## src/rtl/sahta_ram.sv

```systemverilog
// ----------------------------------------------------------------------------
// sahta_ram
// Generic simple dual-port RAM: one write port, one read port, registered read.
// ----------------------------------------------------------------------------
module sahta_ram #(
  parameter int Width = 8,
  parameter int Depth = 16,
  localparam int AddrW = (Depth > 1) ? $clog2(Depth) : 1
) (
  input  logic             clk_i,
  input  logic             we_i,
  input  logic [AddrW-1:0] waddr_i,
  input  logic [Width-1:0] wdata_i,
  input  logic             re_i,
  input  logic [AddrW-1:0] raddr_i,
  output logic [Width-1:0] rdata_o
);

  logic [Width-1:0] mem_q [Depth];
  logic [Width-1:0] rdata_q;

  // Write port.
  always_ff @(posedge clk_i) begin
    if (we_i) begin
      mem_q[waddr_i] <= wdata_i;
    end
  end

  // Registered read port.
  always_ff @(posedge clk_i) begin
    if (re_i) begin
      rdata_q <= mem_q[raddr_i];
    end
  end

  assign rdata_o = rdata_q;

endmodule

```

## config.mk

```make
export PLATFORM = sky130hd
export DESIGN_NAME = sahta_ram
export DESIGN_NICKNAME = d
export VERILOG_FILES = /design/src/rtl/sahta_ram.sv
export SDC_FILE = /design/constraint.sdc
export NUM_CORES = 1
export LEC_CHECK = 0
export ABC_AREA = 1
export BUFFER_PORTS_ARGS = -buffer_cell sky130_fd_sc_hd__buf_2
export CAP_MARGIN = 20
export CORE_MARGIN = 3
export CORE_UTILIZATION = 31
export DETAILED_ROUTE_END_ITERATION = 10
export GPL_TIMING_DRIVEN = 0
export PLACE_DENSITY = 0.58
export SYNTH_ARGS = -nofsm -noshare
export SYNTH_HDL_FRONTEND = slang
export SYNTH_SLANG_ARGS = --single-unit
```

## constraint.sdc

```tcl
create_clock -name clk_i -period 1.5 [get_ports clk_i]
set_input_delay 0.15 -clock clk_i [delete_from_list [all_inputs] [get_ports clk_i]]
set_output_delay 0.15 -clock clk_i [all_outputs]
set_load 0.01 [all_outputs]
```

==> metrics.md, run 1 <==
| Metric | Value |
|---|---|
| Row cnt | 49 |
| Syn-to-layout area delta | 15.8% |
| Post-Route WL | 14.5 mm |
| R2R Setup Slk | 290 ps |
| I/O Buffers | 23 |
| Pins over their slew limit | 0 |
| Vias in the first global route | 3803 |
| Fmax | 819 MHz |
| Critical Path Sink | mem_q[7][0] |
| Root buf cell | clkbuf_16 |
| Worst setup path startpoint | waddr_i[3] |
| Avg Synthesized Cell Area | 10.6 um2 |
| Routability cong. | 0.883 |
| Top delay family on crit path | simple AND/OR/NAND/NOR gates |
| Startpoint types | input pin |
| CP arrival | 1270 ps |
| Status | finished clean |
| Hold Path Origin | re_i |
| WP depth | 3 |
| VDD IR max | 815 uV |
| GRT Util Overall | 14.9% |
| Critical path class | in -> reg |
| CTS sink cnt | 136 |
| Kind of end point of the critical path | register |
| Clk_lat worst skew | 420 ps |
| CTS tree | yes |
| Hold buffer count at CTS | 0 |
| Vias per cell | 4.77 |
| Die area | 20500 um2 |
| Post-Syn Instances | 551 |
| Synth Warn # | 0 |
| Cell-by-cell trace of the critical path | buf_2 > nand3b_1 > nor2_1 |
| RSZ-0062 raised after global routing | no |
| Leakage | 0.00287 uW |
| Syn nets | 570 |
| WL/cell | 17.4 um |
| First-pass GRT wire length | 22.3 mm |
| Max Buffers Root-to-Sink | 2 |
| CP max-delay cell | nor2_1 |
| ANT cells | 0 |
| Worst R2R Start | mem_q[3][5] |
| Pwr Density | 1270 nW/um2 |
| Worst hold path class | in -> reg |
| Vert. Die Dim | 143 um |
| Clk slew on worst S/H paths | 50 ps |
| Period utilization | 81.4% |
| Minimum clock period | 1220 ps |
| Gr ovfl total | 0 |
| CTS HTree Levels | 4 |
| Hold violation count in the final report | 0 |
| Power Total | 8610 uW |
| DRC Markers | 0 |
| Max-Cap Viols | 0 |
| Layout cell share with drive strength beyond 1 | 12.1% |
| Max stage delay on crit path | 750 ps |
| Iteration-0 DRC Markers | 544 |
| Design Area, Final | 6770 um2 |
| Crit-path max FO | 8 |
| Post-synthesis sequential area ratio | 69.8% |
| Core Footprint | 18300 um2 |
| Via count | 3974 |
| Worst reg2reg path endpoint | rdata_o[5] |
| Commonest non-fill, non-tap cell in the layout | nand2_1 |
| Largest net degree at the start of global routing | 17 |
| Die Wd | 143 um |
| Actual slew at the worst max-slew pin | 919 ps |
| Initial antenna violation count | 0 |
| Reg2Reg Depth | 6 |
| Final setup viols | 0 |
| Starting density of the core | 32.0% |
| Final ANT Viol Nets | 0 |
| Placed cell area | 6250 um2 |
| TritonCTS buffer count | 17 |
| Distinct cell type count after synthesis | 11 |
| DR pass1 iterations | 5 |
| # nets final | 612 |
| Final Skew | 8.26 ps |
| CP bufs+invs | 1 |
| Hpwl dp | 9.62 mm |
| Io pins | 27 |
| Synth Register Bits | 136 |
| Most frequent cells in the layout | nand2_1, edfxtp_1, inv_1, nand3_1, buf_2 |
| Slew headroom | 38.5% |
| Worst path required time | 1540 ps |
| Cts repair resizes | 0 |
| Setup Fix Bufs, Post-CTS | 0 |
| Mapped Area | 5850 um2 |
==> per-stage QoR <==
step | worst slack, ps | hold WS, ps | TNS (ps) | std cells | util (%)
6_report | 278 | 54.4 | 0 | 833 | 37.0
5_1_grt | 229 | 57.4 | 0 | 833 | 37.0
4_1_cts | 287 | 55.7 | 0 | 833 | 37.0
3_5_place_dp | -152 | 487 | -6250 | 803 | 34.2
3_3_place_gp | -126 | 479 | -4210 | 803 | 34.2
2_1_floorplan | 399 | 249 | 0 | 551 | -
==> cell usage after synthesis <==
cell type    n  area share (%)
buf_4        4            0.51
nor2_1      17             1.1
nand3b_1     2            0.26
buf_1        1           0.064
inv_2        2            0.13
inv_1      100             6.4
nand3_1     97             8.3
nand2_1    173              11
buf_6        6             1.2
edfxtp_1   136              70
buf_2       13             1.1
==> power breakdown <==
| group | internal, uW | switching (uW) | leakage [uW] |
|---|---|---|---|
| registers | 4280 | 20.2 | 0.00124 |
| clock network | 2240 | 1500 | 0.000246 |
| logic | 160 | 404 | 0.00139 |
| total | 6680 | 1920 | 0.00287 |
==> state kept, by name, summed over array words and instances, names as in the netlist <==
register	count
mem_q	128
rdata_o	8
==> layout make-up <==
type / instances / area [um2]
Fill cell: 1804 / 11500
Clock inverter: 9 / 80.1
Clock buffer: 21 / 440
Sequential cell: 136 / 4080
Multi-Input combinational cell: 289 / 1210
Timing Repair Buffer: 23 / 115
Tap cell: 229 / 287
Buffer: 24 / 166
Inverter: 102 / 383
==> routing by layer <==
layer | vias up | routed length (um) | track usage, %
met5 | - | 0 | 0
met4 | 0 | 242 | 4.71
met3 | 25 | 1410 | 4.59
met2 | 203 | 6400 | 22.2
met1 | 1884 | 6440 | 21.0
li1 | 1862 | - | -
==> kinds of logic after synthesis <==
family	Yosys count	synth area share [%]
flip-flops	136	69.8
buffers and inverters	126	9.39
AND/OR/NAND/NOR	289	20.8
==> worst min path at each step <==
stage	cells past startpoint	slack, ps	endpoint
5_1_grt	1	60	rdata_o[3]
3_5_place_dp	1	490	rdata_o[2]
4_1_cts	1	60	rdata_o[3]
2_1_floorplan	0	250	mem_q[0][0]
3_3_place_gp	1	480	rdata_o[3]
6_report	1	50	rdata_o[3]
Power figures use the tool's default switching activity.
==> run 2, diff against run 1 <==
PLACE_DENSITY = 0.6   (was 0.58)
clock period = 1.1 ns   (was 1.5 ns; I/O delays follow)
==> metrics.md, run 2 (synthesis results as in run 1) <==
| Metric | Value |
|---|---|
| Hpwl dp | 9.43 mm |
| Via count | 3784 |
| Pwr Density | 1750 nW/um2 |
| CP max-delay cell | edfxtp_1 |
| RSZ-0062 raised after global routing | yes |
| Hold buffer count at CTS | 0 |
| Final setup viols | 3 |
| Iteration-0 DRC Markers | 458 |
| Commonest non-fill, non-tap cell in the layout | nand2_1 |
| Worst hold path class | in -> reg |
| Vias in the first global route | 3734 |
| Root buf cell | clkbuf_16 |
| CTS tree | yes |
| Placed cells | 803 |
| Pins over their slew limit | 0 |
| ANT cells | 0 |
| GRT Util Overall | 14.9% |
| I/O Buffers | 23 |
| Max Buffers Root-to-Sink | 2 |
| Starting density of the core | 32.0% |
| Period utilization | 104% |
| Largest net degree at the start of global routing | 17 |
| Kind of end point of the critical path | register |
| Final ANT Viol Nets | 0 |
| Clk slew on worst S/H paths | 60 ps |
| Row cnt | 49 |
| Max-Cap Viols | 0 |
| Status | finished with violations |
| Gr ovfl total | 0 |
| Routability cong. | 0.800 |
| Initial antenna violation count | 0 |
| Leakage | 0.00302 uW |
| Io pins | 27 |
| Most flops, register | mem_q |
| Hold_ws | 30.0 ps |
| Crit-path max FO | 1 |
| Fmax | 872 MHz |
| First-pass GRT wire length | 22.1 mm |
| DRC Markers | 0 |
| Minimum clock period | 1150 ps |
| Clk_lat worst skew | 420 ps |
| Max reg flops | 128 |
| Die area | 20500 um2 |
| Vias per cell | 4.54 |
| Layout cell share with drive strength beyond 1 | 26.0% |
| Post-Route WL | 14.4 mm |
| VDD IR max | 1070 uV |
| CP most frequent cell | nand3_2 |
| Worst path required time | 1260 ps |
| Slew headroom | 50.5% |
| CTS HTree Levels | 4 |
| Vert. Die Dim | 143 um |
| Hold violation count in the final report | 0 |
| Critical path class | reg -> reg |
| Violated checks | negative setup slack |
| Finished Layout Cells | 833 |
| Cell-by-cell trace of the critical path | inv_1 > nand2_1 > nand3_2 > nand3_2 > nand3_2 > nand2_2 |
| Startpoint types | register |
| Syn-to-layout area delta | 23.2% |
| CTS sink cnt | 136 |
| Final Skew | 6.79 ps |
| TritonCTS buffer count | 17 |
| Most frequent cells in the layout | nand2_1, edfxtp_1, inv_1, nand3_2, nand3_1 |
| Highest routed layer | met4 |
| Die Wd | 143 um |
| Actual slew at the worst max-slew pin | 740 ps |
| # nets final | 612 |
| Final worst slack | -46.5 ps |
| Met1 wire length | 6.70 mm |
| Max stage delay on crit path | 360 ps |
| DR pass1 iterations | 5 |
| Metal2 WL | 6.46 mm |
| CP arrival | 1300 ps |
| Core Footprint | 18300 um2 |
| WL/cell | 17.2 um |
| Met3 routed WL | 903 um |
[run 2: what timing repair did]
item / 4_1_cts / 5_1_grt
endpoints found under the setup margin: 55 / 48
buffers inserted: 0 / 0
pin swaps: 14 / 24
hold endpoints to repair: 0 / 0
resized for setup: 34 / 50
[run 2: worst paths after layout]
path	from	to	slack, ps	cells after the start
hold reg to reg	mem_q[11][6]	rdata_o[6]	790	6
setup reg to reg	mem_q[15][3]	rdata_o[3]	-50	6
hold / removal	re_i	rdata_o[1]	30	1
setup / recovery	mem_q[15][3]	rdata_o[3]	-50	6
[run 2: final cells by class]
cell class	count	area (um2)
Clock inverter	13	180
Inverter	102	383
Buffer	24	166
Timing Repair Buffer	23	115
Multi-Input combinational cell	289	1560
Tap cell	229	287
Clock buffer	17	425
Fill cell	1745	11100
Sequential cell	136	4080
[run 2: worst max-delay path, delay by kind of cell, from the launching register on]
kind          cells  cell delay, ps
flops             1             360
simple gates      5             460
buf+inv           1              70
[run 2: power by group]
group / total, uW / internal [uW] / switching (uW) / leakage [uW]
Clock: 5890 / 3750 / 2140 / 0.000282
Sequential: 5860 / 5840 / 24.7 / 0.00124
Combinational: 882 / 262 / 620 / 0.00150
[run 2: per-stage QoR]
step / area (um2) / util (%) / total power [uW] / setup TNS, ps / worst slack (ps)
after CTS: 6990 / 38.3 / 12600 / -854 / -60.2
after floorplan: 5850 / - / 6390 / 0 / 39.2
after detailed placement: 6250 / 34.2 / 6740 / -51340 / -502
after global routing: 7200 / 39.4 / 13100 / -480 / -109
after global placement: 6250 / 34.2 / 6720 / -48510 / -501
final: 7200 / 39.4 / 12600 / -52.7 / -46.5
[run 2: metal layers]
metal	GRT usage [%]	vias to the layer above
met3	3.96	18
met2	21.9	112
met5	0	-
li1	-	1865
met1	21.6	1789
met4	5.05	0
