`src/rtl/sahta_pkg.sv`:
```
// ----------------------------------------------------------------------------
// sahta_pkg
// Types, codes and default sizes shared by the hash table modules.
// ----------------------------------------------------------------------------
package sahta_pkg;

  // Default sizes handed to the top level parameters.
  localparam int DefIndexBits = 10;
  localparam int DefWays      = 4;
  localparam int DefMaxScore  = 32000;

  // Fixed field widths.
  localparam int TagW  = 32;
  localparam int AgeW  = 6;
  localparam int PayW  = 48;
  localparam int WordW = TagW + PayW;

  // Operation codes carried in the input tuser.
  typedef enum logic [1:0] {
    OP_PROBE      = 2'd0,
    OP_STORE      = 2'd1,
    OP_NEW_SEARCH = 2'd2
  } op_e;

  // Sequencer states.
  typedef enum logic [2:0] {
    ST_CLEAR,
    ST_IDLE,
    ST_READ,
    ST_EVAL,
    ST_WRITE,
    ST_FINISH
  } state_e;

  // One stored way payload, move in the lowest bits.
  typedef struct packed {
    logic        [5:0]  age;
    logic        [1:0]  bound;
    logic signed [7:0]  depth;
    logic signed [15:0] score;
    logic        [15:0] move;
  } entry_t;

  // Decisions of the way evaluator for one way.
  typedef struct packed {
    logic tag_hit;    // stored tag equals the key tag
    logic probe_hit;  // tag matches and the way is not empty
    logic take;       // way replaces the current store candidate
  } eval_t;

endpackage

```
`src/rtl/sahta_way_eval.sv`:
```
// ----------------------------------------------------------------------------
// sahta_way_eval
// Compare unit shared by all ways: tag match, empty test and the victim rule.
// ----------------------------------------------------------------------------
module sahta_way_eval import sahta_pkg::*; (
  input  logic [TagW-1:0] ent_tag_i,
  input  entry_t          ent_i,
  input  logic [TagW-1:0] key_tag_i,
  input  logic            first_i,
  input  entry_t          pick_i,
  input  logic [AgeW-1:0] age_i,
  output eval_t           eval_o
);

  logic ent_empty;
  logic pick_empty;
  logic older;
  logic shallower;

  // A way with bound none counts as empty.
  assign ent_empty  = (ent_i.bound == 2'd0);
  assign pick_empty = (pick_i.bound == 2'd0);

  // The new way is from another generation while the candidate is current.
  assign older     = (ent_i.age != age_i) && (pick_i.age == age_i);
  // Same generation, and the new way holds a smaller depth.
  assign shallower = (ent_i.age == pick_i.age) && (ent_i.depth < pick_i.depth);

  always_comb begin
    eval_o.tag_hit   = (ent_tag_i == key_tag_i);
    eval_o.probe_hit = eval_o.tag_hit && !ent_empty;
    eval_o.take      = first_i || (!pick_empty && (ent_empty || older || shallower));
  end

endmodule

```
`config.mk`:
```
export PLATFORM = sky130hd
export DESIGN_NAME = sahta_way_eval
export DESIGN_NICKNAME = d
export VERILOG_FILES = /design/src/rtl/sahta_pkg.sv /design/src/rtl/sahta_way_eval.sv
export SDC_FILE = /design/constraint.sdc
export NUM_CORES = 1
export LEC_CHECK = 0
export CAP_MARGIN = 10
export CELL_PAD_IN_SITES_DETAIL_PLACEMENT = 1
export CELL_PAD_IN_SITES_GLOBAL_PLACEMENT = 1
export CORE_AREA = 10 10 58 60
export DETAILED_ROUTE_END_ITERATION = 12
export DIE_AREA = 0 0 68 70
export DONT_BUFFER_PORTS = 1
export GPL_ROUTABILITY_DRIVEN = 1
export PLACE_DENSITY = 0.91
export SYNTH_ARGS = -nofsm -noshare
export SYNTH_HDL_FRONTEND = slang
export SYNTH_SLANG_ARGS = --single-unit
```
`constraint.sdc`:
```
create_clock -name vclk -period 2
set_clock_uncertainty 0.2 [all_clocks]
set_input_delay 0.1 -clock vclk [all_inputs]
set_output_delay 0.1 -clock vclk [all_outputs]
set_load 0.05 [all_outputs]
```
==> results of run 1 <==
per-layer routing:
| metal | share of wire (%) | vias up | GRT usage [%] |
|---|---|---|---|
| met4 | 0 | 0 | 0 |
| met1 | 28 | 353 | 10.4 |
| met2 | 59 | 55 | 25.5 |
| li1 | - | 346 | - |
| met5 | 0 | - | 0 |
| met3 | 13 | 0 | 5.90 |
synthesized netlist by cell type:
master | n | share of area (%)
nand3_1 | 1 | 0.65
ha_1 | 7 | 11
nor4_1 | 9 | 7.3
a311oi_1 | 1 | 1.1
o41ai_1 | 1 | 1.1
nand4_2 | 1 | 1.6
a21o_1 | 1 | 0.97
nand2b_1 | 1 | 0.81
inv_1 | 9 | 4.4
nor3b_1 | 1 | 0.97
nor3_1 | 2 | 1.3
o32ai_1 | 1 | 1.1
xnor2_1 | 13 | 15
xor2_1 | 37 | 42
mux2i_1 | 1 | 1.3
nand2_1 | 1 | 0.48
nor4_2 | 1 | 1.6
nor2_1 | 2 | 0.97
a21oi_1 | 2 | 1.3
o21a_1 | 1 | 0.97
nor2b_1 | 1 | 0.81
nand4_1 | 4 | 3.2
layout by cell type (no fill, tap or decap):
cell type	count
xor2_1	37
xnor2_1	13
inv_1	9
nor4_1	9
ha_1	7
nand4_1	4
buf_4	3
nor2_1	2
a21oi_1	2
nor3_1	2
nand4_2	1
nand2_1	1
nor4_4	1
nor2b_1	1
mux2i_1	1
o32ai_1	1
nand2b_1	1
a21o_1	1
nor3b_1	1
nand3_1	1
o21a_1	1
a311oi_1	1
o41ai_2	1
critical path, delay by kind of cell:
family                 cells  cell delay, ps
AND/OR/NAND/NOR            4            1030
XOR/XNOR                   1             140
buffers and inverters      1             210
power by group:
part / leakage, uW / internal [uW] / switching [uW] / total, uW
logic: 0.000363 / 77.1 / 63.3 / 140
registers: 0 / 0 / 0 / 0
clock network: 0 / 0 / 0 / 0
total: 0.000363 / 77.1 / 63.3 / 140
cell families after synthesis:
kind of cell / Yosys count / share of synthesized area (%)
XOR/XNOR: 50 / 56.6
AND/OR/NAND/NOR: 24 / 19.7
buffers and inverters: 9 / 4.37
AO/OA/AOI/OAI: 7 / 6.64
adder cells (fa/ha/maj): 7 / 11.3
multiplexers: 1 / 1.29
area by class of cell:
class,instances,area (sq um)
Fill cell,309,1490
Multi-Input combinational cell,89,756
Tap cell,30,37.5
Inverter,9,33.8
Timing Repair Buffer,3,22.5
how the worst max path moves through the flow:
| stage | from | to | slack, ps | cells after the start |
|---|---|---|---|---|
| global route | key_tag_i[21] | eval_o[1] | 40 | 6 |
| finish | key_tag_i[21] | eval_o[1] | 230 | 6 |
| floorplan | key_tag_i[30] | eval_o[1] | -480 | 5 |
| detailed placement | key_tag_i[21] | eval_o[1] | 200 | 6 |
| CTS | key_tag_i[21] | eval_o[1] | 200 | 6 |
| global placement | key_tag_i[21] | eval_o[1] | 250 | 6 |
metrics by stage:
stage	utilization [%]	instance area [sq um]	setup TNS [ps]	power, uW	hold slack (ps)
after floorplan	-	790	-480	118	218
after global placement	36.3	850	0	131	270
after detailed placement	36.3	850	0	142	278
after CTS	36.3	850	0	143	278
after global routing	36.3	850	0	160	287
final	36.3	850	0	140	271
==> flow_summary.yaml, run 1 <==
yosys:
  syn_inst: 98
  syn_area_per_cell_sq_um: 7.89
  synth.distinct_cells: 22
  syn_nets: 272
  yosysSeqAreaShare_pct: 0
  syn_area_sq_um: 773
  synthesis.yosys.warnings: 0
routing:
  routed_wl_um: 3090
  routed_via_density: 5.76
  vias: 754
  final_antenna_net_count: 0
  drc: 0
  wl_per_cell_um: 23.6
  drt_iter0_markers: 30
  first_pass_iters: 2
status:
  outcome: "complete, no violations"
grt:
  grt_usage_pct: 12.3
  grt_max_degree: 4
  grt_pass1_wl_um: 4810
  grt_overflow: 0
  grt_pass1_vias: 1006
  antenna_found_initial: 0
timing:
  hold_viol_final: 0
  fmax_mhz: 563
  setup_ws_ps: 225
  post-route-period-util_pct: 88.7
  rsz0062_at_grt: "no"
  tightest_slew_ps: 315
  report.final.slew_viol_count: 0
  period_needed_ps: 1770
  relSlewSlack_pct: 78.8
  setup_viol: 0
place:
  gp_congestion: 0.764
  place.port_buffers: 0
  dp_slack_ps: 201
  dpl.hpwl_um: 3060
  placedCellCount: 131
clock_tree:
  hold_buffers: 0
  cts_resized: 0
  cts_setup_buffers: 0
layout:
  area_growth_pct: 9.87
  final_cell_count_no_fill: 131
  num_antenna_cells: 0
  seq_area_sq_um: 0
  nFlopsAndLatches: 0
  clkbuf_count: 0
  num-nets-final: 277
  drive_gt1_share_pct: 5.94
job:
  maxCapViolCount: 0
floorplan:
  die_h_um: 70
  die_w_um: 68
  placementRows: 18
  boundaryPins: 170
  start_util_pct: 33.0
  core_area_sq_um: 2340
  dieArea_sq_um: 4760
worst_setup_path:
  crit_path_end_kind: "output port"
  worstSetupStartpointType: "input pin"
  arrival_ps: 1470
  critPathMaxStageDelay_ps: 340
  crit_path_cell_trace: "xor2_1 -> nor4_1 -> nand4_1 -> nor4_4 -> nor2b_1 -> buf_4"
  required_ps: 1700
  critPathSlowestCell: "nor4_1"
  critPathKind: "input pin to output port"
  worst-path-max-fanout: 2
pwr:
  irDropWorstVdd_v: 0.0000653
  p_leak_uw: 0.000363
  p_per_area_nw_per_um2: 165
worst_hold_path:
  hp-start: "first_i"
  holdPathEnd: "eval_o[0]"
  hold_path.class: "input pin to output port"
  hold-path-cell-count: 3
(Power assumes the default switching activity.)
==> inputs of run 2 (changes only) <==
ABC_AREA = 1   (was unset)
CORE_AREA = unset   (was 10 10 58 60)
CORE_ASPECT_RATIO = 0.9   (was unset)
CORE_MARGIN = 10   (was unset)
CORE_UTILIZATION = 39   (was unset)
DIE_AREA = unset   (was 0 0 68 70)
PLACE_DENSITY = 0.95   (was 0.91)
==> flow_summary.yaml, run 2 <==
status:
  outcome: "complete, no violations"
layout:
  final_cell_mix: "xor2_1 (33), nand2_1 (29), nor2_1 (28)"
  post-route-cell-area_sq_um: 941
  drive_gt1_share_pct: 5.19
  nFlopsAndLatches: 0
  layout_commonest_cell: "xor2_1"
  nFillCells: 315
  num-nets-final: 330
  clkbuf_count: 0
  seq_area_sq_um: 0
  num_antenna_cells: 0
  area_growth_pct: 4.59
timing:
  post-route-period-util_pct: 84.8
  tightest_slew_ps: 466
  period_needed_ps: 1700
  setup_viol: 0
  rsz0062_at_grt: "no"
  tns_ps: 0
  hold_viol_final: 0
  report.final.slew_viol_count: 0
  setup_ws_ps: 303
  fmax_mhz: 589
  relSlewSlack_pct: 68.9
worst_setup_path:
  path_delay_family: "simple AND/OR/NAND/NOR gates"
  arrival_ps: 1400
  critPathMaxStageDelay_ps: 350
  cp_common_cell: "nand2_1"
  worst-path-max-fanout: 2
  worstSetupStartpointType: "input pin"
  critPathKind: "input pin to output port"
  required_ps: 1700
  crit_path_cell_trace: "inv_1 -> ha_1 -> a21oi_1 -> nor2_1 -> nor2_1 -> nand2_1 -> nand2_1 -> nand3_1 -> nand2_1 -> nand2_1 -> nand2_1"
  crit_path_end_kind: "output port"
  critPathSlowestCell: "nand2_1"
  critPathBufInv: 1
floorplan:
  start_util_pct: 41.2
  die_w_um: 70.6
  core_area_sq_um: 2180
  dieArea_sq_um: 4630
  die_h_um: 65.6
  placementRows: 16
  boundaryPins: 170
job:
  maxCapViolCount: 0
place:
  gp_congestion: 0.777
  dp_slack_ps: 277
  place.port_buffers: 0
  dpl.hpwl_um: 3300
  dpl_cell_area_sq_um: 941
yosys:
  synthesis.yosys.warnings: 0
  yosys.area.top_type: "xor2_1"
  synth.distinct_cells: 17
  synth_most_common_cell: "xor2_1"
  syn_inst: 153
  synth_top_area_share_pct: 32.1
  syn_nets: 327
  synthTopCellsByArea: "xor2_1 (32%), nand2_1 (12%), nor2_1 (12%)"
  syn_area_sq_um: 900
  yosysSeqAreaShare_pct: 0
  syn_area_per_cell_sq_um: 5.88
  ys_top_cells_by_count: "xor2_1 (33), nand2_1 (29), nor2_1 (28)"
routing:
  first_pass_iters: 4
  wirelength_met1_um: 913
  met3_length_um: 397
  wl_per_cell_um: 18.3
  wl_met2_um: 1990
  drc: 0
  final_antenna_net_count: 0
  routed_wl_um: 3320
  vias: 949
  highest_layer: "met4"
  drt_iter0_markers: 12
  routed_via_density: 5.24
grt:
  grt_pass1_wl_um: 5170
  grt_pass1_vias: 1153
  grt_overflow: 0
  grt_usage_pct: 13.1
  antenna_found_initial: 0
  grt_max_degree: 5
worst_hold_path:
  hold-path-cell-count: 2
  hold_path.class: "input pin to output port"
  holdPathEnd: "eval_o[0]"
  hp-start: "first_i"
clock_tree:
  hold_buffers: 0
  cts_resized: 0
  cts_setup_buffers: 0
pwr:
  irDropWorstVdd_v: 0.0000679
  p_leak_uw: 0.000503
  p_per_area_nw_per_um2: 168
## run 2: cell types whose count changed after synthesis, moves of 2 or more
cell	delta
nor2_2	+2
nand3_1	+2
nor2_1	+26
inv_1	+13
xor2_1	-4
nand2_1	+28
a21oi_1	+3
nor3b_1	+2
nor4_1	-9
or2_0	+2
xnor2_1	-5
inv_2	+2
## run 2: worst max path at each step
stage / startpoint / end / slack [ps] / depth (start not counted)
CTS: pick_i[37] / eval_o[0] / 280 / 11
floorplan: key_tag_i[18] / eval_o[1] / 400 / 6
global placement: pick_i[37] / eval_o[0] / 360 / 11
finish: pick_i[37] / eval_o[0] / 300 / 11
global route: pick_i[37] / eval_o[0] / 130 / 11
detailed placement: pick_i[37] / eval_o[0] / 280 / 11
## run 2: cell type report
type	instances	area, sq um	area share [%]
multi-input combinational	129	810	86.0
inverter	24	90.1	9.57
tap	27	33.8	3.59
timing repair buffer	1	7.51	0.798
## run 2: metal layers
layer / GRT usage [%] / vias up
li1: - / 468
met1: 9.44 / 425
met2: 30.0 / 54
met3: 6.31 / 2
met4: 0.966 / 0
met5: 0 / -
## run 2: stage by stage
step	util, %	hold WS [ps]	instances	power, uW
2_1_floorplan	-	280	153	136
3_3_place_gp	43.1	328	181	148
3_5_place_dp	43.1	328	181	161
4_1_cts	43.1	330	181	162
5_1_grt	43.1	353	181	186
6_report	43.1	325	181	158
## run 2: logic make-up (layout without fill, tap and decap cells)
kind of cell	after synthesis	in the layout	share of synthesized area, %
fa+ha+maj	7	7	9.74
simple gates	76	76	37.6
compound gates	5	5	2.78
buf+inv	24	25	10.0
xor+xnor	41	41	39.9
## run 2: report_power, final
part | switching (uW) | internal [uW] | leakage [uW]
sequential | 0 | 0 | 0
clock | 0 | 0 | 0
combinational | 78.3 | 80.0 | 0.000503
total | 78.3 | 80.0 | 0.000503
